--- src/slcr_pkg.sv ---
package slcr_pkg;

    localparam int HEAD_BYTES  = 32;
    localparam int LEN_W       = $clog2(HEAD_BYTES + 1);
    localparam int NUM_PAT     = 10;
    localparam int QUEUE_DEPTH = 2;
    localparam int PTR_W       = (QUEUE_DEPTH > 1) ? $clog2(QUEUE_DEPTH) : 1;
    localparam int CNT_W       = $clog2(QUEUE_DEPTH + 1);

    localparam logic [7:0] BYTE_LF = 8'd10;
    localparam logic [7:0] BYTE_CR = 8'd13;

    localparam logic [1:0] PIN_BOARD = 2'b01;
    localparam logic [1:0] PIN_PANEL = 2'b10;

    localparam int CMD_POS     = 8;
    localparam int VERB_POS    = 14;
    localparam int ON_DEV_POS  = 17;
    localparam int OFF_DEV_POS = 18;

    localparam int LEN_MARKER = 7;
    localparam int LEN_POWER  = 5;
    localparam int LEN_LCD    = 3;
    localparam int LEN_RESET  = 20;
    localparam int LEN_ON     = 2;
    localparam int LEN_OFF    = 3;
    localparam int LEN_BOARD  = 6;

    localparam logic [8*LEN_MARKER-1:0] STR_MARKER = {"#!# ", 8'h41, 8'h56, 8'h52};
    localparam logic [8*LEN_POWER-1:0]  STR_POWER  = "power";
    localparam logic [8*LEN_LCD-1:0]    STR_LCD    = "lcd";
    localparam logic [8*LEN_RESET-1:0]  STR_RESET  =
        {"REALLY reset the ", 8'h41, 8'h56, 8'h52};
    localparam logic [8*LEN_ON-1:0]     STR_ON     = "on";
    localparam logic [8*LEN_OFF-1:0]    STR_OFF    = "off";
    localparam logic [8*LEN_BOARD-1:0]  STR_BOARD  = "beagle";

    typedef enum logic [2:0] {
        EV_NONE        = 3'd0,
        EV_UNKNOWN_CMD = 3'd1,
        EV_BAD_VERB    = 3'd2,
        EV_UNKNOWN_DEV = 3'd3,
        EV_POWER_SET   = 3'd4,
        EV_LCD         = 3'd5,
        EV_RESET       = 3'd6
    } ev_t;

    typedef enum logic [3:0] {
        PAT_MARKER     = 4'd0,
        PAT_POWER      = 4'd1,
        PAT_LCD        = 4'd2,
        PAT_RESET      = 4'd3,
        PAT_ON         = 4'd4,
        PAT_OFF        = 4'd5,
        PAT_ON_BOARD   = 4'd6,
        PAT_ON_PANEL   = 4'd7,
        PAT_OFF_BOARD  = 4'd8,
        PAT_OFF_PANEL  = 4'd9
    } pat_t;

    typedef struct packed {
        logic               line_end;
        logic [NUM_PAT-1:0] hit;
    } cmd_t;

    typedef struct packed {
        logic not_empty;
        logic full;
    } q_status_t;

    function automatic logic [LEN_W-1:0] pat_start(pat_t pat);
        logic [LEN_W-1:0] s;
        s = '0;
        case (pat)
            PAT_MARKER:    s = '0;
            PAT_POWER:     s = LEN_W'(CMD_POS);
            PAT_LCD:       s = LEN_W'(CMD_POS);
            PAT_RESET:     s = LEN_W'(CMD_POS);
            PAT_ON:        s = LEN_W'(VERB_POS);
            PAT_OFF:       s = LEN_W'(VERB_POS);
            PAT_ON_BOARD:  s = LEN_W'(ON_DEV_POS);
            PAT_ON_PANEL:  s = LEN_W'(ON_DEV_POS);
            PAT_OFF_BOARD: s = LEN_W'(OFF_DEV_POS);
            PAT_OFF_PANEL: s = LEN_W'(OFF_DEV_POS);
            default:       s = '0;
        endcase
        return s;
    endfunction

    function automatic logic [LEN_W-1:0] pat_end(pat_t pat);
        logic [LEN_W-1:0] e;
        e = '0;
        case (pat)
            PAT_MARKER:    e = LEN_W'(LEN_MARKER);
            PAT_POWER:     e = LEN_W'(CMD_POS + LEN_POWER);
            PAT_LCD:       e = LEN_W'(CMD_POS + LEN_LCD);
            PAT_RESET:     e = LEN_W'(CMD_POS + LEN_RESET);
            PAT_ON:        e = LEN_W'(VERB_POS + LEN_ON);
            PAT_OFF:       e = LEN_W'(VERB_POS + LEN_OFF);
            PAT_ON_BOARD:  e = LEN_W'(ON_DEV_POS + LEN_BOARD);
            PAT_ON_PANEL:  e = LEN_W'(ON_DEV_POS + LEN_LCD);
            PAT_OFF_BOARD: e = LEN_W'(OFF_DEV_POS + LEN_BOARD);
            PAT_OFF_PANEL: e = LEN_W'(OFF_DEV_POS + LEN_LCD);
            default:       e = '0;
        endcase
        return e;
    endfunction

    function automatic logic [7:0] pat_char(pat_t pat, logic [4:0] idx);
        logic [7:0] c;
        int         i;
        c = 8'h00;
        i = int'(idx);
        case (pat)
            PAT_MARKER:
                if (i < LEN_MARKER) c = STR_MARKER[8*(LEN_MARKER-1-i) +: 8];
            PAT_POWER:
                if (i < LEN_POWER) c = STR_POWER[8*(LEN_POWER-1-i) +: 8];
            PAT_LCD, PAT_ON_PANEL, PAT_OFF_PANEL:
                if (i < LEN_LCD) c = STR_LCD[8*(LEN_LCD-1-i) +: 8];
            PAT_RESET:
                if (i < LEN_RESET) c = STR_RESET[8*(LEN_RESET-1-i) +: 8];
            PAT_ON:
                if (i < LEN_ON) c = STR_ON[8*(LEN_ON-1-i) +: 8];
            PAT_OFF:
                if (i < LEN_OFF) c = STR_OFF[8*(LEN_OFF-1-i) +: 8];
            PAT_ON_BOARD, PAT_OFF_BOARD:
                if (i < LEN_BOARD) c = STR_BOARD[8*(LEN_BOARD-1-i) +: 8];
            default:
                c = 8'h00;
        endcase
        return c;
    endfunction

endpackage

--- src/serial_line_command_recognizer_core.sv ---
// An accepted byte's result is written into the queue first and then popped into the result
// register, which drives out_valid, event_res and power_pins.
// Throughput: one byte per cycle; the front matcher and the result register are decoupled
// by a two-entry queue, so input is stalled only while that queue is full.
// Reset clears the line count, the queue and both power pins, and sets all match flags.
module serial_line_command_recognizer_core
    import slcr_pkg::*;
(
    input  logic       clk,
    input  logic       rst_n,
    input  logic       in_valid,
    output logic       in_stall,
    input  logic [7:0] rx_byte,
    output logic       out_valid,
    input  logic       out_stall,
    output logic [2:0] event_res,
    output logic [1:0] power_pins
);

    logic      push;
    logic      pop;
    cmd_t      push_data;
    cmd_t      pop_data;
    q_status_t q_status;

    assign in_stall = q_status.full;
    assign push     = in_valid && !in_stall;

    slcr_front u_front (
        .clk       (clk),
        .rst_n     (rst_n),
        .accept    (push),
        .rx_byte   (rx_byte),
        .push_data (push_data)
    );

    slcr_queue u_queue (
        .clk       (clk),
        .rst_n     (rst_n),
        .push      (push),
        .push_data (push_data),
        .pop       (pop),
        .pop_data  (pop_data),
        .status    (q_status)
    );

    slcr_back u_back (
        .clk        (clk),
        .rst_n      (rst_n),
        .q_status   (q_status),
        .pop_data   (pop_data),
        .pop        (pop),
        .out_stall  (out_stall),
        .out_valid  (out_valid),
        .event_res  (event_res),
        .power_pins (power_pins)
    );

    // A full queue always sits behind a full result register.
    a_full_has_result: assert property (@(posedge clk) disable iff (!rst_n)
        q_status.full |-> out_valid)
        else $error("queue full while result register is empty");

    // The power pins change only together with a power-set event.
    a_pins_change: assert property (@(posedge clk) disable iff (!rst_n)
        !$stable(power_pins) |-> (out_valid && (event_res == EV_POWER_SET)))
        else $error("power pins changed without a power-set event");

endmodule

--- src/slcr_front.sv ---
module slcr_front
    import slcr_pkg::*;
(
    input  logic       clk,
    input  logic       rst_n,
    input  logic       accept,
    input  logic [7:0] rx_byte,
    output cmd_t       push_data
);

    // Each keyword is matched on the fly, one position per received byte, so
    // the line itself never has to be stored.
    logic [LEN_W-1:0]   len_reg;
    logic [LEN_W-1:0]   len_next;
    logic [NUM_PAT-1:0] run_reg;
    logic [NUM_PAT-1:0] run_next;
    logic [NUM_PAT-1:0] mismatch;
    logic [NUM_PAT-1:0] hit;
    logic               line_end;
    logic               kept;

    assign line_end = (rx_byte == BYTE_LF) || (rx_byte == BYTE_CR);
    assign kept     = len_reg < LEN_W'(HEAD_BYTES);

    for (genvar g = 0; g < NUM_PAT; g++) begin : g_pat
        localparam pat_t P = pat_t'(g);
        logic [LEN_W-1:0] rel;
        logic             in_range;

        assign rel         = len_reg - pat_start(P);
        assign in_range    = kept && (len_reg >= pat_start(P)) && (len_reg < pat_end(P));
        assign mismatch[g] = in_range && (rx_byte != pat_char(P, rel[4:0]));
        assign hit[g]      = run_reg[g] && (len_reg >= pat_end(P));
    end

    always_comb
    begin
        len_next = len_reg;
        run_next = run_reg;
        if (accept)
        begin
            if (line_end)
            begin
                len_next = '0;
                run_next = '1;
            end
            else if (kept)
            begin
                len_next = len_reg + 1'b1;
                run_next = run_reg & ~mismatch;
            end
        end
    end

    always_ff @(posedge clk or negedge rst_n)
    begin
        if (!rst_n)
        begin
            len_reg <= '0;
            run_reg <= '1;
        end
        else
        begin
            len_reg <= len_next;
            run_reg <= run_next;
        end
    end

    assign push_data.line_end = line_end;
    assign push_data.hit      = line_end ? hit : '0;

endmodule

--- src/slcr_queue.sv ---
module slcr_queue
    import slcr_pkg::*;
(
    input  logic      clk,
    input  logic      rst_n,
    input  logic      push,
    input  cmd_t      push_data,
    input  logic      pop,
    output cmd_t      pop_data,
    output q_status_t status
);

    cmd_t             slot_reg [QUEUE_DEPTH];
    logic [PTR_W-1:0] wr_ptr_reg;
    logic [PTR_W-1:0] wr_ptr_next;
    logic [PTR_W-1:0] rd_ptr_reg;
    logic [PTR_W-1:0] rd_ptr_next;
    logic [CNT_W-1:0] count_reg;
    logic [CNT_W-1:0] count_next;

    always_comb
    begin
        wr_ptr_next = wr_ptr_reg;
        rd_ptr_next = rd_ptr_reg;
        count_next  = count_reg;
        if (push)
        begin
            wr_ptr_next = (wr_ptr_reg == PTR_W'(QUEUE_DEPTH - 1)) ? '0 : wr_ptr_reg + 1'b1;
        end
        if (pop)
        begin
            rd_ptr_next = (rd_ptr_reg == PTR_W'(QUEUE_DEPTH - 1)) ? '0 : rd_ptr_reg + 1'b1;
        end
        if (push && !pop)
        begin
            count_next = count_reg + 1'b1;
        end
        else if (pop && !push)
        begin
            count_next = count_reg - 1'b1;
        end
    end

    always_ff @(posedge clk or negedge rst_n)
    begin
        if (!rst_n)
        begin
            wr_ptr_reg <= '0;
            rd_ptr_reg <= '0;
            count_reg  <= '0;
        end
        else
        begin
            wr_ptr_reg <= wr_ptr_next;
            rd_ptr_reg <= rd_ptr_next;
            count_reg  <= count_next;
        end
    end

    always_ff @(posedge clk)
    begin
        if (push)
        begin
            slot_reg[wr_ptr_reg] <= push_data;
        end
    end

    assign pop_data         = slot_reg[rd_ptr_reg];
    assign status.not_empty = count_reg != '0;
    assign status.full      = count_reg == CNT_W'(QUEUE_DEPTH);

endmodule

--- src/slcr_back.sv ---
module slcr_back
    import slcr_pkg::*;
(
    input  logic       clk,
    input  logic       rst_n,
    input  q_status_t  q_status,
    input  cmd_t       pop_data,
    output logic       pop,
    input  logic       out_stall,
    output logic       out_valid,
    output logic [2:0] event_res,
    output logic [1:0] power_pins
);

    logic       valid_reg;
    logic       valid_next;
    ev_t        ev_reg;
    ev_t        ev_next;
    logic [1:0] power_reg;
    logic [1:0] power_next;
    ev_t        ev_dec;
    logic [1:0] pin_mask;
    logic       pin_on;
    logic [1:0] power_calc;

    assign pop = q_status.not_empty && (!valid_reg || !out_stall);

    always_comb
    begin
        ev_dec   = EV_NONE;
        pin_mask = '0;
        pin_on   = 1'b0;
        if (pop_data.line_end && pop_data.hit[PAT_MARKER])
        begin
            if (pop_data.hit[PAT_POWER])
            begin
                if (pop_data.hit[PAT_ON])
                begin
                    pin_on = 1'b1;
                    if (pop_data.hit[PAT_ON_BOARD])
                    begin
                        pin_mask = PIN_BOARD;
                        ev_dec   = EV_POWER_SET;
                    end
                    else if (pop_data.hit[PAT_ON_PANEL])
                    begin
                        pin_mask = PIN_PANEL;
                        ev_dec   = EV_POWER_SET;
                    end
                    else
                    begin
                        ev_dec = EV_UNKNOWN_DEV;
                    end
                end
                else if (pop_data.hit[PAT_OFF])
                begin
                    if (pop_data.hit[PAT_OFF_BOARD])
                    begin
                        pin_mask = PIN_BOARD;
                        ev_dec   = EV_POWER_SET;
                    end
                    else if (pop_data.hit[PAT_OFF_PANEL])
                    begin
                        pin_mask = PIN_PANEL;
                        ev_dec   = EV_POWER_SET;
                    end
                    else
                    begin
                        ev_dec = EV_UNKNOWN_DEV;
                    end
                end
                else
                begin
                    ev_dec = EV_BAD_VERB;
                end
            end
            else if (pop_data.hit[PAT_LCD])
            begin
                ev_dec = EV_LCD;
            end
            else if (pop_data.hit[PAT_RESET])
            begin
                ev_dec = EV_RESET;
            end
            else
            begin
                ev_dec = EV_UNKNOWN_CMD;
            end
        end
    end

    assign power_calc = pin_on ? (power_reg | pin_mask) : (power_reg & ~pin_mask);

    always_comb
    begin
        valid_next = valid_reg;
        ev_next    = ev_reg;
        power_next = power_reg;
        if (pop)
        begin
            valid_next = 1'b1;
            ev_next    = ev_dec;
            power_next = power_calc;
        end
        else if (!out_stall)
        begin
            valid_next = 1'b0;
        end
    end

    always_ff @(posedge clk or negedge rst_n)
    begin
        if (!rst_n)
        begin
            valid_reg <= 1'b0;
            ev_reg    <= EV_NONE;
            power_reg <= '0;
        end
        else
        begin
            valid_reg <= valid_next;
            ev_reg    <= ev_next;
            power_reg <= power_next;
        end
    end

    assign out_valid  = valid_reg;
    assign event_res  = ev_reg;
    assign power_pins = power_reg;

endmodule

--- config.mk ---
export PLATFORM = sky130hd
export DESIGN_NAME = serial_line_command_recognizer_core
export DESIGN_NICKNAME = d
export VERILOG_FILES = /design/src/slcr_pkg.sv /design/src/serial_line_command_recognizer_core.sv /design/src/slcr_front.sv /design/src/slcr_queue.sv /design/src/slcr_back.sv
export SDC_FILE = /design/constraint.sdc
export NUM_CORES = 1
export LEC_CHECK = 0
export BUFFER_PORTS_ARGS = -buffer_cell sky130_fd_sc_hd__buf_2
export CORE_ASPECT_RATIO = 1.4
export CORE_MARGIN = 2
export CORE_UTILIZATION = 55
export CTS_CLUSTER_SIZE = 16
export DETAILED_ROUTE_END_ITERATION = 10
export PLACE_DENSITY = 0.75
export SETUP_SLACK_MARGIN = 0.02
export SKIP_CTS_REPAIR_TIMING = 1
export SYNTH_ARGS = -nofsm -noshare
export SYNTH_HDL_FRONTEND = slang
export SYNTH_HIERARCHICAL = 1
export SYNTH_SLANG_ARGS = --single-unit
--- constraint.sdc ---
create_clock -name clk -period 3.44 [get_ports clk]
set_input_delay 0.86 -clock clk [delete_from_list [all_inputs] [get_ports clk]]
set_output_delay 0.86 -clock clk [all_outputs]
set_load 0.02 [all_outputs]
# Yosys cells after proc, flatten, opt, wreduce, memory -nomap -nowiden
# Memories as Yosys holds them, arrays and structs flattened.
# Index checks and enable logic that the tools add are counted.
[word_totals] reg_bits=26 ram_bits=22 output_inout_bits=7 word_cells=188 mem_count=1
[mem_list] memory="u_queue.slot_reg" words=2 width=11 read_ports=1 rd_ports_with_merged_regs=0 write_ports=1 line_no="slcr_queue.sv:13" text="cmd_t slot_reg [QUEUE_DEPTH];"
[op_classes] n_addsub=19 order_cmp=35 eq_ne=14 shifts=10 muxes=45 bitwise_logic=5 n_reduce_logical=51
[op_table] cell="variable part select 160 x 32 -> 8 bit, first input constant" n=1
[op_table] cell="variable part select 24 x 32 -> 8 bit, first input constant" n=4
[op_table] cell="variable part select 48 x 32 -> 8 bit, first input constant" n=2
[op_table] cell="two-way mux 8 bit" n=10
[op_table] cell="!= test 8 bit" n=10
[op_table] cell="variable part select 56 x 32 -> 8 bit, first input constant" n=1
[op_table] cell=">= comparator 6 x 5 -> 1 bit, second input constant" n=8
[op_table] cell="< comparator 6 x 5 -> 1 bit, second input constant" n=7
[op_table] cell="logical AND 1 bit" n=40
[op_table] cell="variable part select 40 x 32 -> 8 bit, first input constant" n=1
[op_table] cell="variable part select 16 x 32 -> 8 bit, first input constant" n=1
[op_table] cell="two-way mux 10 bit" n=3
[op_table] cell="two-way mux 3 bit" n=10
[op_table] cell="< comparator 5 x 2 -> 1 bit, second input constant" n=5
[op_table] cell=">= comparator 6 x 4 -> 1 bit, second input constant" n=4
[op_table] cell="subtractor 2 x 5 -> 6 bit, first input constant" n=4
[op_table] cell="subtractor 3 x 5 -> 6 bit, first input constant" n=4
[op_table] cell="two-way mux 2 bit" n=11
[op_table] cell="< comparator 5 x 3 -> 1 bit, second input constant" n=4
[op_table] cell="equality test 8 x 4 -> 1 bit, second input constant" n=2
[op_table] cell="< comparator 6 x 4 -> 1 bit, second input constant" n=2
[op_table] cell="two-way mux 6 bit" n=2
[op_table] cell="AND 10 bit" n=1
[op_table] cell="inverter 10 bit" n=1
[op_table] cell="other kinds (23)" n=41

# Logic depth before layout (Yosys ltp)
# Gate-level depths: netlist of run 1.
[logic_depth] ltp_word=10 mapped_depth=14

# By module
# Netlist of run 1, hierarchy kept.
[by_module_without_submodules] mod="slcr_front" instances=1 cells_each=476 area_each_um2=3279.4
[by_module_without_submodules] mod="slcr_queue" instances=1 cells_each=50 area_each_um2=1018.5
[by_module_without_submodules] mod="slcr_back" instances=1 cells_each=36 area_each_um2=340.3
[by_module_without_submodules] mod="serial_line_command_recognizer_core" instances=1 cells_each=1 area_each_um2=13.8

# Worst setup path before layout of run 1
# No wires, ideal clock.
[synth_path] path_type="register to register" from="register u_front.len_reg[1]" to="register u_front.run_reg[7]" arrival_time_ns=2.975 required_time_ns=3.368 path_slack_ns=0.393 path_stages_with_launch=15 cell_sequence="dfrtp_1 > clkbuf_1 > inv_1 > ha_1 > clkbuf_1 > xor2_1 > inv_1 > ha_1 > a21oi_1 > a211o_1 > nor3_1 > a31oi_1 > o311ai_0 > a31oi_1 > o21ai_1"
[synth_between] elab_chain_len=10
[synth_rtl] element="from (decl)" line_no="slcr_front.sv:13" text="logic [LEN_W-1:0] len_reg;"
[synth_rtl] element="from (signal assigned)" line_no="slcr_front.sv:64" text="len_reg <= len_next;"
[synth_rtl] element="subtractor 5 bit" line_no="slcr_front.sv:30" text="assign rel = len_reg - pat_start(P);"
[synth_rtl] element="subtractor 2 x 5 -> 6 bit"
[synth_rtl] element="variable part select 24 x 32 -> 8 bit"
[synth_rtl] element="two-way mux 8 bit" line_no="slcr_pkg.sv:120" text="if (i < LEN_LCD) c = STR_LCD[8*(LEN_LCD-1-i) +: 8];"
[synth_rtl] element="!= test 8 bit" line_no="slcr_front.sv:32" text="assign mismatch[g] = in_range && (rx_byte != pat_char(P, rel[4:0]));"
[synth_rtl] element="logical AND 1 bit" line_no="slcr_front.sv:32"
[synth_rtl] element="inverter 10 bit" line_no="slcr_front.sv:50" text="run_next = run_reg & ~mismatch;"
[synth_rtl] element="AND 10 bit" line_no="slcr_front.sv:50"
[synth_rtl] element="two-way mux 10 bit" line_no="slcr_front.sv:47" text="else if (kept)"
[synth_rtl] element="two-way mux 10 bit" line_no="slcr_front.sv:42" text="if (line_end)"
[synth_rtl] element="to (signal assigned)" line_no="slcr_front.sv:65" text="run_reg <= run_next;"
[synth_rtl] element="to (decl)" line_no="slcr_front.sv:15" text="logic [NUM_PAT-1:0] run_reg;"
# Several ways; a longest one is shown, not always the timed one. The select of a mux whose other input is x is not followed.
# A chain may end at the register's enable or synchronous reset.

# Worst setup path in the final report of run 1
[layout_path] from="register u_front.len_reg[2]" to="register u_front.run_reg[0]"
[layout_between] elab_chain_len=9
[layout_rtl] element="subtractor 3 x 5 -> 6 bit" line_no="slcr_pkg.sv:116" text="if (i < LEN_MARKER) c = STR_MARKER[8*(LEN_MARKER-1-i) +: 8];"
[layout_rtl] element="variable part select 56 x 32 -> 8 bit" line_no="slcr_pkg.sv:116"
[layout_rtl] element="two-way mux 8 bit" line_no="slcr_pkg.sv:116"
[layout_rtl] element="!= test 8 bit" line_no="slcr_front.sv:32"
[layout_rtl] element="logical AND 1 bit" line_no="slcr_front.sv:32"
[layout_rtl] element="inverter 10 bit" line_no="slcr_front.sv:50"
[layout_rtl] element="AND 10 bit" line_no="slcr_front.sv:50"
[layout_rtl] element="two-way mux 10 bit" line_no="slcr_front.sv:47"
[layout_rtl] element="two-way mux 10 bit" line_no="slcr_front.sv:42"
# Several ways; a longest one is shown, not always the timed one. The select of a mux whose other input is x is not followed.

==> results of run 1 <==
==> critical path, stage by stage (launching register included) <==
cell                      delay (ps)
sky130_fd_sc_hd__dfrtp_1         380
sky130_fd_sc_hd__buf_4           350
sky130_fd_sc_hd__ha_1            390
sky130_fd_sc_hd__nand2_1         190
sky130_fd_sc_hd__mux2i_1         200
sky130_fd_sc_hd__nand4_1         430
sky130_fd_sc_hd__o21a_1          340
sky130_fd_sc_hd__o22a_1          180
sky130_fd_sc_hd__nor4_1          260
sky130_fd_sc_hd__a31o_1          180
==> power groups by stage <==
stage | registers (mW) | logic (mW) | clock network [mW]
after floorplan | 0.959 | 2.61 | 0
after global placement | 0.958 | 3.47 | 0
after detailed placement | 0.969 | 3.56 | 0
after CTS | 0.961 | 3.58 | 0.562
after global routing | 0.986 | 3.97 | 0.589
final | 0.960 | 3.65 | 0.558
==> final cells by class <==
| type | count | area (µm²) | area share (%) |
|---|---|---|---|
| Sequential cell | 48 | 1320 | 26.4 |
| Clock buffer | 5 | 125 | 2.49 |
| Tap cell | 102 | 128 | 2.54 |
| Inverter | 25 | 93.8 | 1.87 |
| Clock inverter | 3 | 42.5 | 0.848 |
| Timing Repair Buffer | 37 | 233 | 4.64 |
| Multi-Input combinational cell | 452 | 3070 | 61.2 |
==> logic make-up (layout without fill, tap and decap cells) <==
kind of cell	Yosys count	in the layout	share of synthesized area [%]
simple gates	217	217	24.2
compound gates	168	168	25.5
buf+inv	63	70	5.51
flops	48	48	28.5
fa+ha+maj	26	26	6.99
mux	21	21	5.59
xor+xnor	20	20	3.77
==> worst max path at each step <==
stage	to	slack, ps	start	cells past startpoint
2_1_floorplan	u_front/run_reg[7]	390	u_front/len_reg[1]	14
3_3_place_gp	u_front/run_reg[3]	530	rx_byte[0]	9
3_5_place_dp	u_front/run_reg[3]	450	rx_byte[0]	9
4_1_cts	u_front/run_reg[0]	550	u_front/len_reg[2]	9
5_1_grt	u_front/run_reg[0]	260	u_front/len_reg[2]	9
6_report	u_front/run_reg[0]	500	u_front/len_reg[2]	9
==> cells in the final DEF (no fill, tap or decap), types with 9 or more instances in the layout <==
cell	count
sky130_fd_sc_hd__a21oi_1	32
sky130_fd_sc_hd__o21ai_0	37
sky130_fd_sc_hd__edfxtp_1	22
sky130_fd_sc_hd__nand2b_1	10
sky130_fd_sc_hd__buf_4	19
sky130_fd_sc_hd__inv_1	19
sky130_fd_sc_hd__dfrtp_1	16
sky130_fd_sc_hd__nor3_1	16
sky130_fd_sc_hd__mux2_4	9
sky130_fd_sc_hd__o211ai_1	9
sky130_fd_sc_hd__nand2_1	56
sky130_fd_sc_hd__nand3_1	9
sky130_fd_sc_hd__nor2_1	44
sky130_fd_sc_hd__ha_1	26
sky130_fd_sc_hd__nor2b_1	14
sky130_fd_sc_hd__xnor2_1	14
sky130_fd_sc_hd__dfstp_2	10
sky130_fd_sc_hd__nor4_1	9
sky130_fd_sc_hd__buf_2	18
==> metal layers <==
metal / share of wire (%) / global-route usage, %
met5: 0 / 0
met4: 6.4 / 18.1
met3: 5.6 / 3.67
met2: 51 / 56.5
met1: 37 / 35.2
==> implementation parameters, run 1 <==
Parameter                              Value

Yosys
  Total number of yosys warnings ... 6
  Fraction of the yosys area taken by sequential cells ... 28.5%
  Post-Synthesis Cells ... 563
  Mapped cell area ... 4650 µm²
  Portion of synthesized cell area occupied by the leading cell type ... 14.2%
  #FFs+latches synth ... 48
  List of most frequent post-synthesis cells ... 56 x sky130_fd_sc_hd__nand2_1, 44 x sky130_fd_sc_hd__nor2_1, 37 x sky130_fd_sc_hd__o21ai_0
  Most frequent cell after synthesis ... sky130_fd_sc_hd__nand2_1
  Synth area leader ... sky130_fd_sc_hd__edfxtp_1
  Async SR Flop Fraction ... 54.2%
  Mapped Avg Cell Area ... 8.26 µm²
  Cell types with the largest area share after synthesis ... sky130_fd_sc_hd__edfxtp_1 14%, sky130_fd_sc_hd__dfrtp_1 8.6%, sky130_fd_sc_hd__ha_1 7.0%
  Most used flip-flop cell after synthesis ... sky130_fd_sc_hd__edfxtp_1
  Distinct cell type count after synthesis ... 80
  Count of flip-flops with a built-in enable after synthesis ... 22
  Syn_nets ... 601

Worst setup path
  CP Class ... flop to flop
  Worst reg2reg endpoint ... u_front/run_reg[0]
  Data required time at the worst endpoint ... 3680 ps
  Critical path startpoint category ... flop
  Worst Reg-to-Reg Cells ... 9
  Setup slack, reg-to-reg ... 500 ps
  Critical path peak fanout ... 31
  Setup crit end kind ... flop
  Critical register-to-register path startpoint ... u_front/len_reg[2]
  CP arrival ... 3180 ps

CTS
  Insertion delay of the later-clocked pin in the worst-skew pair ... 290 ps
  Deepest clock path buffer count ... 2
  Number of buffers created by CTS ... 5
  Number of sinks handled by clock tree synthesis ... 48
  Reg clk slew, reported paths ... 80 ps
  Root buf cell ... sky130_fd_sc_hd__clkbuf_16
  Clock H-tree levels ... 2
  TritonCTS clock tree ... yes

Floorplanning
  Vertical die dimension ... 113 µm
  Total core area ... 8200 µm²
  Boundary pin count ... 19
  Width of the die ... 81.7 µm
  Die Area ... 9220 µm²
  Std-Cell Rows ... 39
  Initial core utilization ... 56.7%

Place
  Final Wtd Congestion ... 1.01
  Post-place instance area ... 4850 µm²
  Pre-CTS worst setup slack ... 448 ps
  Cells after DPL ... 664
  Input/output buffers ... 18
  Post-detail-place hpwl ... 10500 µm

Min path
  Hold path startpoint ... u_front/run_reg[4]
  Class of the tightest hold or removal check ... flop to flop
  Worst hold path endpoint ... u_front/run_reg[4]
  Number of cells on the worst hold path ... 2

Timing
  Total negative slack for setup checks ... 0 ps
  Minimum hold slack ... 477 ps
  Post-route worst setup slack ... 500 ps
  Relative slew margins ... 54.4%
  Layout Skew ... 12.3 ps
  Slew of the pin with the lowest slew margin ... 683 ps
  Period Utilization, post-route ... 85.5%
  Number of setup violations in the final report ... 0
  Number of pins exceeding their max-slew limit in the final report ... 0
  Time the final worst path needs with I/O delays and setup ... 2940 ps
  Fin. Hold Viols ... 0
  Achievable Freq ... 0.340 GHz
  RSZ-0062 raised after global routing ... no

Run status
  Outcome ... complete, no violations

Power
  Switching power as a share of total power ... 51.8%
  Switching power total ... 2.68 mW
  IR Drop Worst-Case VDD ... 0.680 mV
  PwrDens ... 1030 nW/µm²
  Clk network pwr share ... 10.8%
  Combinational group share of total power ... 70.6%
  Total power draw ... 5.17 mW
  Cell internal pwr ... 2.49 mW
  Sequential share of power ... 18.6%
  Leakage power figure ... 1.93 nW

Global routing
  Overall global routing resource usage ... 31.7%
  Largest net degree at the start of global routing ... 46
  Global route overflow ... 0
  Vias in the first global route ... 4373
  Initial antenna violation count ... 0
  Wire length of the first global-routing pass ... 22600 µm

Detailed routing
  Average vias per placed instance ... 6.82
  Wirelength per Cell ... 21.0 µm
  DRT antenna net count ... 0
  Routed wire length ... 14100 µm
  First-pass iteration count of the detailed router ... 6
  First DRT Iteration DRCs ... 388
  Drc violations ... 0
  Vias after detailed routing ... 4581

Layout
  Count of filler cells inserted in the layout ... 743
  Fin cells ... 672
  Share of layout cells above drive strength 1 ... 14.6%
  Post-Layout Inst Area ... 5020 µm²
  Max reg flops ... 22
  Number of nets in the layout ... 607
  Layout overhead on the synthesized area ... 7.85%
  # diodes ... 0
  Core Util, Final ... 61.2%

Flow run
  Number of maximum-capacitance violations ... 0
No activity file was read; power rests on OpenSTA's default activity.
==> inputs of run 2 (changes only) <==
ABC_AREA = 1   (was default)
==> implementation parameters, run 2 <==
Parameter                              Value

Yosys
  Distinct cell type count after synthesis ... 41
  Syn_nets ... 736
  Most used flip-flop cell after synthesis ... sky130_fd_sc_hd__edfxtp_1
  Async SR Flop Fraction ... 54.2%
  Synth area leader ... sky130_fd_sc_hd__nand2_1
  Most frequent cell after synthesis ... sky130_fd_sc_hd__nand2_1
  Fraction of the yosys area taken by sequential cells ... 28.5%
  Mapped cell area ... 4650 µm²
  #FFs+latches synth ... 48
  Post-Synthesis Cells ... 698
  List of most frequent post-synthesis cells ... 225 x sky130_fd_sc_hd__nand2_1, 75 x sky130_fd_sc_hd__inv_1, 71 x sky130_fd_sc_hd__nand3_1
  Portion of synthesized cell area occupied by the leading cell type ... 18.2%
  Count of flip-flops with a built-in enable after synthesis ... 22
  Mapped Avg Cell Area ... 6.66 µm²
  Total number of yosys warnings ... 6
  Cell types with the largest area share after synthesis ... sky130_fd_sc_hd__nand2_1 18%, sky130_fd_sc_hd__edfxtp_1 14%, sky130_fd_sc_hd__dfrtp_1 8.6%

Run status
  Outcome ... complete, no violations

Layout
  Share of layout cells above drive strength 1 ... 11.4%
  Core Util, Final ... 60.3%
  Max reg flops ... 22
  Commonest non-fill, non-tap cells in the layout ... 225 x sky130_fd_sc_hd__nand2_1, 75 x sky130_fd_sc_hd__inv_1, 71 x sky130_fd_sc_hd__nand3_1, 67 x sky130_fd_sc_hd__nor2_1, 33 x sky130_fd_sc_hd__o21ai_0
  Number of nets in the layout ... 750
  # diodes ... 0
  Layout overhead on the synthesized area ... 6.49%
  Most frequent standard cell in the layout excluding fill and tap cells ... sky130_fd_sc_hd__nand2_1
  Count of filler cells inserted in the layout ... 785

Global routing
  Largest net degree at the start of global routing ... 27
  Global route overflow ... 0
  Initial antenna violation count ... 0
  Wire length of the first global-routing pass ... 21300 µm
  Vias in the first global route ... 4490
  Overall global routing resource usage ... 29.9%

Timing
  Relative slew margins ... 40.3%
  Number of setup violations in the final report ... 0
  Number of pins exceeding their max-slew limit in the final report ... 0
  Layout Skew ... 3.28 ps
  Period Utilization, post-route ... 83.2%
  Achievable Freq ... 0.350 GHz
  Slew of the pin with the lowest slew margin ... 893 ps
  Fin. Hold Viols ... 0
  Total negative slack for setup checks ... 0 ps
  Post-route worst setup slack ... 579 ps
  RSZ-0062 raised after global routing ... no
  Time the final worst path needs with I/O delays and setup ... 2860 ps

CTS
  Insertion delay of the later-clocked pin in the worst-skew pair ... 280 ps
  Root buf cell ... sky130_fd_sc_hd__clkbuf_16
  Reg clk slew, reported paths ... 60 ps
  Number of sinks handled by clock tree synthesis ... 48
  Clock H-tree levels ... 2
  Deepest clock path buffer count ... 2
  TritonCTS clock tree ... yes
  Number of buffers created by CTS ... 5

Detailed routing
  Drc violations ... 0
  Average vias per placed instance ... 5.82
  First DRT Iteration DRCs ... 440
  First-pass iteration count of the detailed router ... 5
  Vias after detailed routing ... 4740
  DRT antenna net count ... 0
  Wirelength per Cell ... 16.2 µm
  Routed wire length ... 13200 µm

Floorplanning
  Total core area ... 8200 µm²
  Width of the die ... 81.7 µm
  Vertical die dimension ... 113 µm
  Initial core utilization ... 56.7%
  Boundary pin count ... 19
  Std-Cell Rows ... 39
  Die Area ... 9210 µm²

Worst setup path
  Data required time at the worst endpoint ... 3670 ps
  Critical path peak fanout ... 14
  CP arrival ... 3090 ps
  Critical path startpoint category ... flop
  Setup crit end kind ... flop
  CP Class ... flop to flop

Power
  Leakage power figure ... 2.43 nW
  PwrDens ... 1040 nW/µm²
  IR Drop Worst-Case VDD ... 0.711 mV

Place
  Input/output buffers ... 18
  Post-detail-place hpwl ... 10200 µm
  Final Wtd Congestion ... 0.991
  Pre-CTS worst setup slack ... 654 ps

Flow run
  Number of maximum-capacitance violations ... 0

Min path
  Class of the tightest hold or removal check ... flop to flop
[run 2: layout make-up]
type / instances / area, µm² / area share, %
Clock buffer: 7 / 133 / 2.68
Tap cell: 102 / 128 / 2.58
Inverter: 83 / 317 / 6.40
Timing Repair Buffer: 27 / 158 / 3.19
Multi-Input combinational cell: 547 / 2890 / 58.3
Sequential cell: 48 / 1320 / 26.8
Clock inverter: 1 / 3.75 / 0.0759
[run 2: through the flow]
step / instances / instance area [µm²] / total power [mW] / hold WS (ps)
after floorplan: 698 / 4650 / 3.74 / 438
after global placement: 807 / 4810 / 4.53 / 445
after detailed placement: 807 / 4810 / 4.60 / 453
after CTS: 815 / 4950 / 5.07 / 462
after global routing: 815 / 4950 / 5.61 / 471
final: 815 / 4950 / 5.13 / 459
[run 2: where the power goes]
group / leakage (nW) / internal, mW / switching, mW
combinational: 1.85 / 1.16 / 2.52
clock: 0.0655 / 0.267 / 0.182
sequential: 0.513 / 0.813 / 0.190
[run 2: cells by family (layout without fill, tap and decap cells)]
| logic type | after synthesis | after routing | synth area share [%] |
|---|---|---|---|
| AND/OR/NAND/NOR | 415 | 415 | 39.0 |
| buffers and inverters | 103 | 118 | 9.40 |
| AO/OA/AOI/OAI | 80 | 80 | 9.70 |
| flip-flops | 48 | 48 | 28.5 |
| adder cells (fa/ha/maj) | 26 | 26 | 7.00 |
| XOR/XNOR | 15 | 15 | 2.99 |
| multiplexers | 11 | 11 | 3.39 |
[run 2: worst paths after layout]
kind,startpoint,end,slack (ps),depth (start not counted)
worst max-delay path,u_front/len_reg[3],u_front/run_reg[3],580,15
worst min-delay path,u_front/run_reg[7],u_front/run_reg[7],460,2
worst max register to register,u_front/len_reg[3],u_front/run_reg[3],580,15
worst min register to register,u_front/run_reg[7],u_front/run_reg[7],460,2
max in group asynchronous,rst_n,async pin,2440,1
min in group asynchronous,rst_n,u_queue/count_reg[1],590,1
[run 2: critical path: stages, from the launching register on]
cell                      delay (ps)
sky130_fd_sc_hd__dfrtp_1         730
sky130_fd_sc_hd__inv_4           180
sky130_fd_sc_hd__ha_1            460
sky130_fd_sc_hd__xor2_2          390
sky130_fd_sc_hd__nand2_2         140
sky130_fd_sc_hd__inv_2           110
sky130_fd_sc_hd__a21oi_1          50
sky130_fd_sc_hd__nor2_1          130
sky130_fd_sc_hd__nand3_1          80
sky130_fd_sc_hd__nand2_1          80
sky130_fd_sc_hd__nand2_1          80
sky130_fd_sc_hd__nor2_1          110
sky130_fd_sc_hd__nand2_1          90
sky130_fd_sc_hd__nand2_1          70
sky130_fd_sc_hd__nand2_1          50
sky130_fd_sc_hd__nand2_1          50
[run 2: layer usage]
layer  vias to the layer above  part of all wire [%]  wire (µm)  track usage, %
met5                         -                     0          0               0
met4                         0                   4.1        538            16.4
met3                        40                   5.4        720            1.67
met2                       217                    52       6870            54.0
met1                      2180                    39       5100            34.4
li1                       2303                     -          -               -
==> inputs of run 3 (changes only) <==
ABC_AREA = 0   (was 1)
PLACE_DENSITY = 0.78   (was 0.75)
clock period = 2.41 ns   (was 3.44 ns; I/O delays follow)
==> implementation parameters, run 3 (synthesis gave the netlist of run 1 again) <==
Parameter                              Value

Worst setup path
  Critical Path Sink ... u_front/run_reg[0]
  Worst setup path start ... u_front/len_reg[1]
  Setup crit end kind ... flop
  Setup slack, reg-to-reg ... -170 ps
  Family with the most delay on the worst path ... simple AND/OR/NAND/NOR gates
  Number of buffers and inverters on the critical path ... 3
  Data required time at the worst endpoint ... 2650 ps
  Biggest cell delay along the critical path ... 420 ps
  CP cell instances ... buf_4, buf_12, ha_4, nand2_2, mux2i_1, nand4_1, buf_6, nor4_2, nor3_1, nor4_1, a31o_1
  Critical path peak fanout ... 13
  Worst Reg-to-Reg Cells ... 11
  Worst reg2reg endpoint ... u_front/run_reg[0]
  Crit-path slowest cell ... sky130_fd_sc_hd__dfrtp_2
  Critical path startpoint category ... flop
  CP arrival ... 2820 ps
  Critical register-to-register path startpoint ... u_front/len_reg[1]
  CP Class ... flop to flop
  CP Depth ... 11

Place
  Final Wtd Congestion ... 0.974
  Pre-CTS worst setup slack ... -336 ps
  Input/output buffers ... 18
  Post-detail-place hpwl ... 12300 µm
  Post-place instance area ... 5670 µm²

Layout
  Commonest non-fill, non-tap cells in the layout ... 118 x sky130_fd_sc_hd__buf_4, 55 x sky130_fd_sc_hd__nand2_1, 40 x sky130_fd_sc_hd__nor2_1, 29 x sky130_fd_sc_hd__a21oi_1, 24 x sky130_fd_sc_hd__o21ai_0
  Max reg flops ... 22
  Post-Layout Inst Area ... 6290 µm²
  Core Util, Final ... 76.7%
  Count of filler cells inserted in the layout ... 589
  Number of nets in the layout ... 715
  # diodes ... 0
  Share of layout cells above drive strength 1 ... 37.0%
  Most frequent standard cell in the layout excluding fill and tap cells ... sky130_fd_sc_hd__buf_4
  Layout overhead on the synthesized area ... 35.1%

Floorplanning
  Vertical die dimension ... 113 µm
  Initial core utilization ... 56.7%
  Total core area ... 8200 µm²
  Die Area ... 9220 µm²
  Boundary pin count ... 19
  Std-Cell Rows ... 39
  Width of the die ... 81.7 µm

Detailed routing
  Average vias per placed instance ... 6.62
  Drc violations ... 0
  Wirelength per Cell ... 21.8 µm
  DRT antenna net count ... 0
  First DRT Iteration DRCs ... 466
  Vias after detailed routing ... 5161
  First-pass iteration count of the detailed router ... 5
  Routed wire length ... 17000 µm

CTS
  Root buf cell ... sky130_fd_sc_hd__clkbuf_16
  Deepest clock path buffer count ... 2
  Number of sinks handled by clock tree synthesis ... 48
  Number of buffers created by CTS ... 5
  Reg clk slew, reported paths ... 70 ps
  Insertion delay of the later-clocked pin in the worst-skew pair ... 300 ps
  TritonCTS clock tree ... yes
  Clock H-tree levels ... 2

Timing
  Slew of the pin with the lowest slew margin ... 659 ps
  Layout Skew ... 8.06 ps
  RSZ-0062 raised after global routing ... yes
  Time the final worst path needs with I/O delays and setup ... 2580 ps
  Post-route worst setup slack ... -171 ps
  Minimum hold slack ... 331 ps
  Period Utilization, post-route ... 107%
  Achievable Freq ... 0.387 GHz
  Number of pins exceeding their max-slew limit in the final report ... 0
  Number of setup violations in the final report ... 8
  Fin. Hold Viols ... 0
  Relative slew margins ... 55.5%

Power
  PwrDens ... 1570 nW/µm²
  IR Drop Worst-Case VDD ... 1.12 mV
  Total power draw ... 9.89 mW
  Leakage power figure ... 2.53 nW

Flow run
  Number of maximum-capacitance violations ... 0

Global routing
  Largest net degree at the start of global routing ... 27
  Global route overflow ... 0
  Initial antenna violation count ... 0
  Wire length of the first global-routing pass ... 25400 µm
  Overall global routing resource usage ... 36.1%
  Vias in the first global route ... 5014

Run status
  Outcome ... complete, but fails checks
  Violations in the final reports ... setup timing

Min path
  Class of the tightest hold or removal check ... primary input to async pin
==> run 3: cell count changes in the layout (fill, tap and decap cells not counted), moves of 11 or more <==
cell                      previous run  this run
sky130_fd_sc_hd__nand3_1            71         9
sky130_fd_sc_hd__buf_4               9       118
sky130_fd_sc_hd__inv_1              75        15
sky130_fd_sc_hd__o21ai_1             2        13
sky130_fd_sc_hd__nor2b_1             0        13
sky130_fd_sc_hd__nand2_1           225        55
sky130_fd_sc_hd__nor2_1             67        40
==> run 3: cell type report <==
type	count	area (µm²)	area share (%)
Inverter	25	109	1.73
Sequential cell	48	1330	21.1
Clock inverter	2	15.0	0.239
Multi-Input combinational cell	452	3450	54.9
Tap cell	102	128	2.03
Timing Repair Buffer	145	1120	17.8
Clock buffer	6	139	2.21
==> run 3: report_power, final <==
part / leakage [nW] / switching (mW) / total, mW / internal [mW]
Combinational: 1.96 / 4.21 / 7.74 / 3.53
Sequential: 0.502 / 0.240 / 1.40 / 1.16
Clock: 0.0691 / 0.332 / 0.746 / 0.414
Total: 2.53 / 4.78 / 9.89 / 5.10
==> run 3: worst reg2reg max path: cells and delay by family (launching register included) <==
kind                     cells  cell delay (ps)
flip-flops                   1              420
buffers and inverters        3              550
multiplexers                 1              240
adder cells (fa/ha/maj)      1              190
AO/OA/AOI/OAI                1              190
AND/OR/NAND/NOR              5              920
==> run 3: routing by layer <==
metal  GRT usage [%]  up-vias  routed length (µm)
met5               0        -                   0
met4            19.2        0                 965
met3            3.67       94                1060
met2            65.3      301                8770
met1            40.1     2454                6190
li1                -     2312                   -
==> run 3: worst min-delay path by stage <==
stage	start	to	cells after the start
5_1_grt	rst_n	u_front/len_reg[5]	1
2_1_floorplan	rst_n	async pin	0
4_1_cts	rst_n	u_front/len_reg[3]	1
3_3_place_gp	u_front/run_reg[7]	u_front/run_reg[7]	2
3_5_place_dp	u_front/run_reg[7]	u_front/run_reg[7]	2
6_report	rst_n	u_front/len_reg[5]	1
==> run 3: per-stage QoR <==
step	std cells	setup TNS, ps
final	780	-761
after global routing	780	-1560
after CTS	767	-1900
after detailed placement	759	-1550
after global placement	759	-955
after floorplan	563	-637
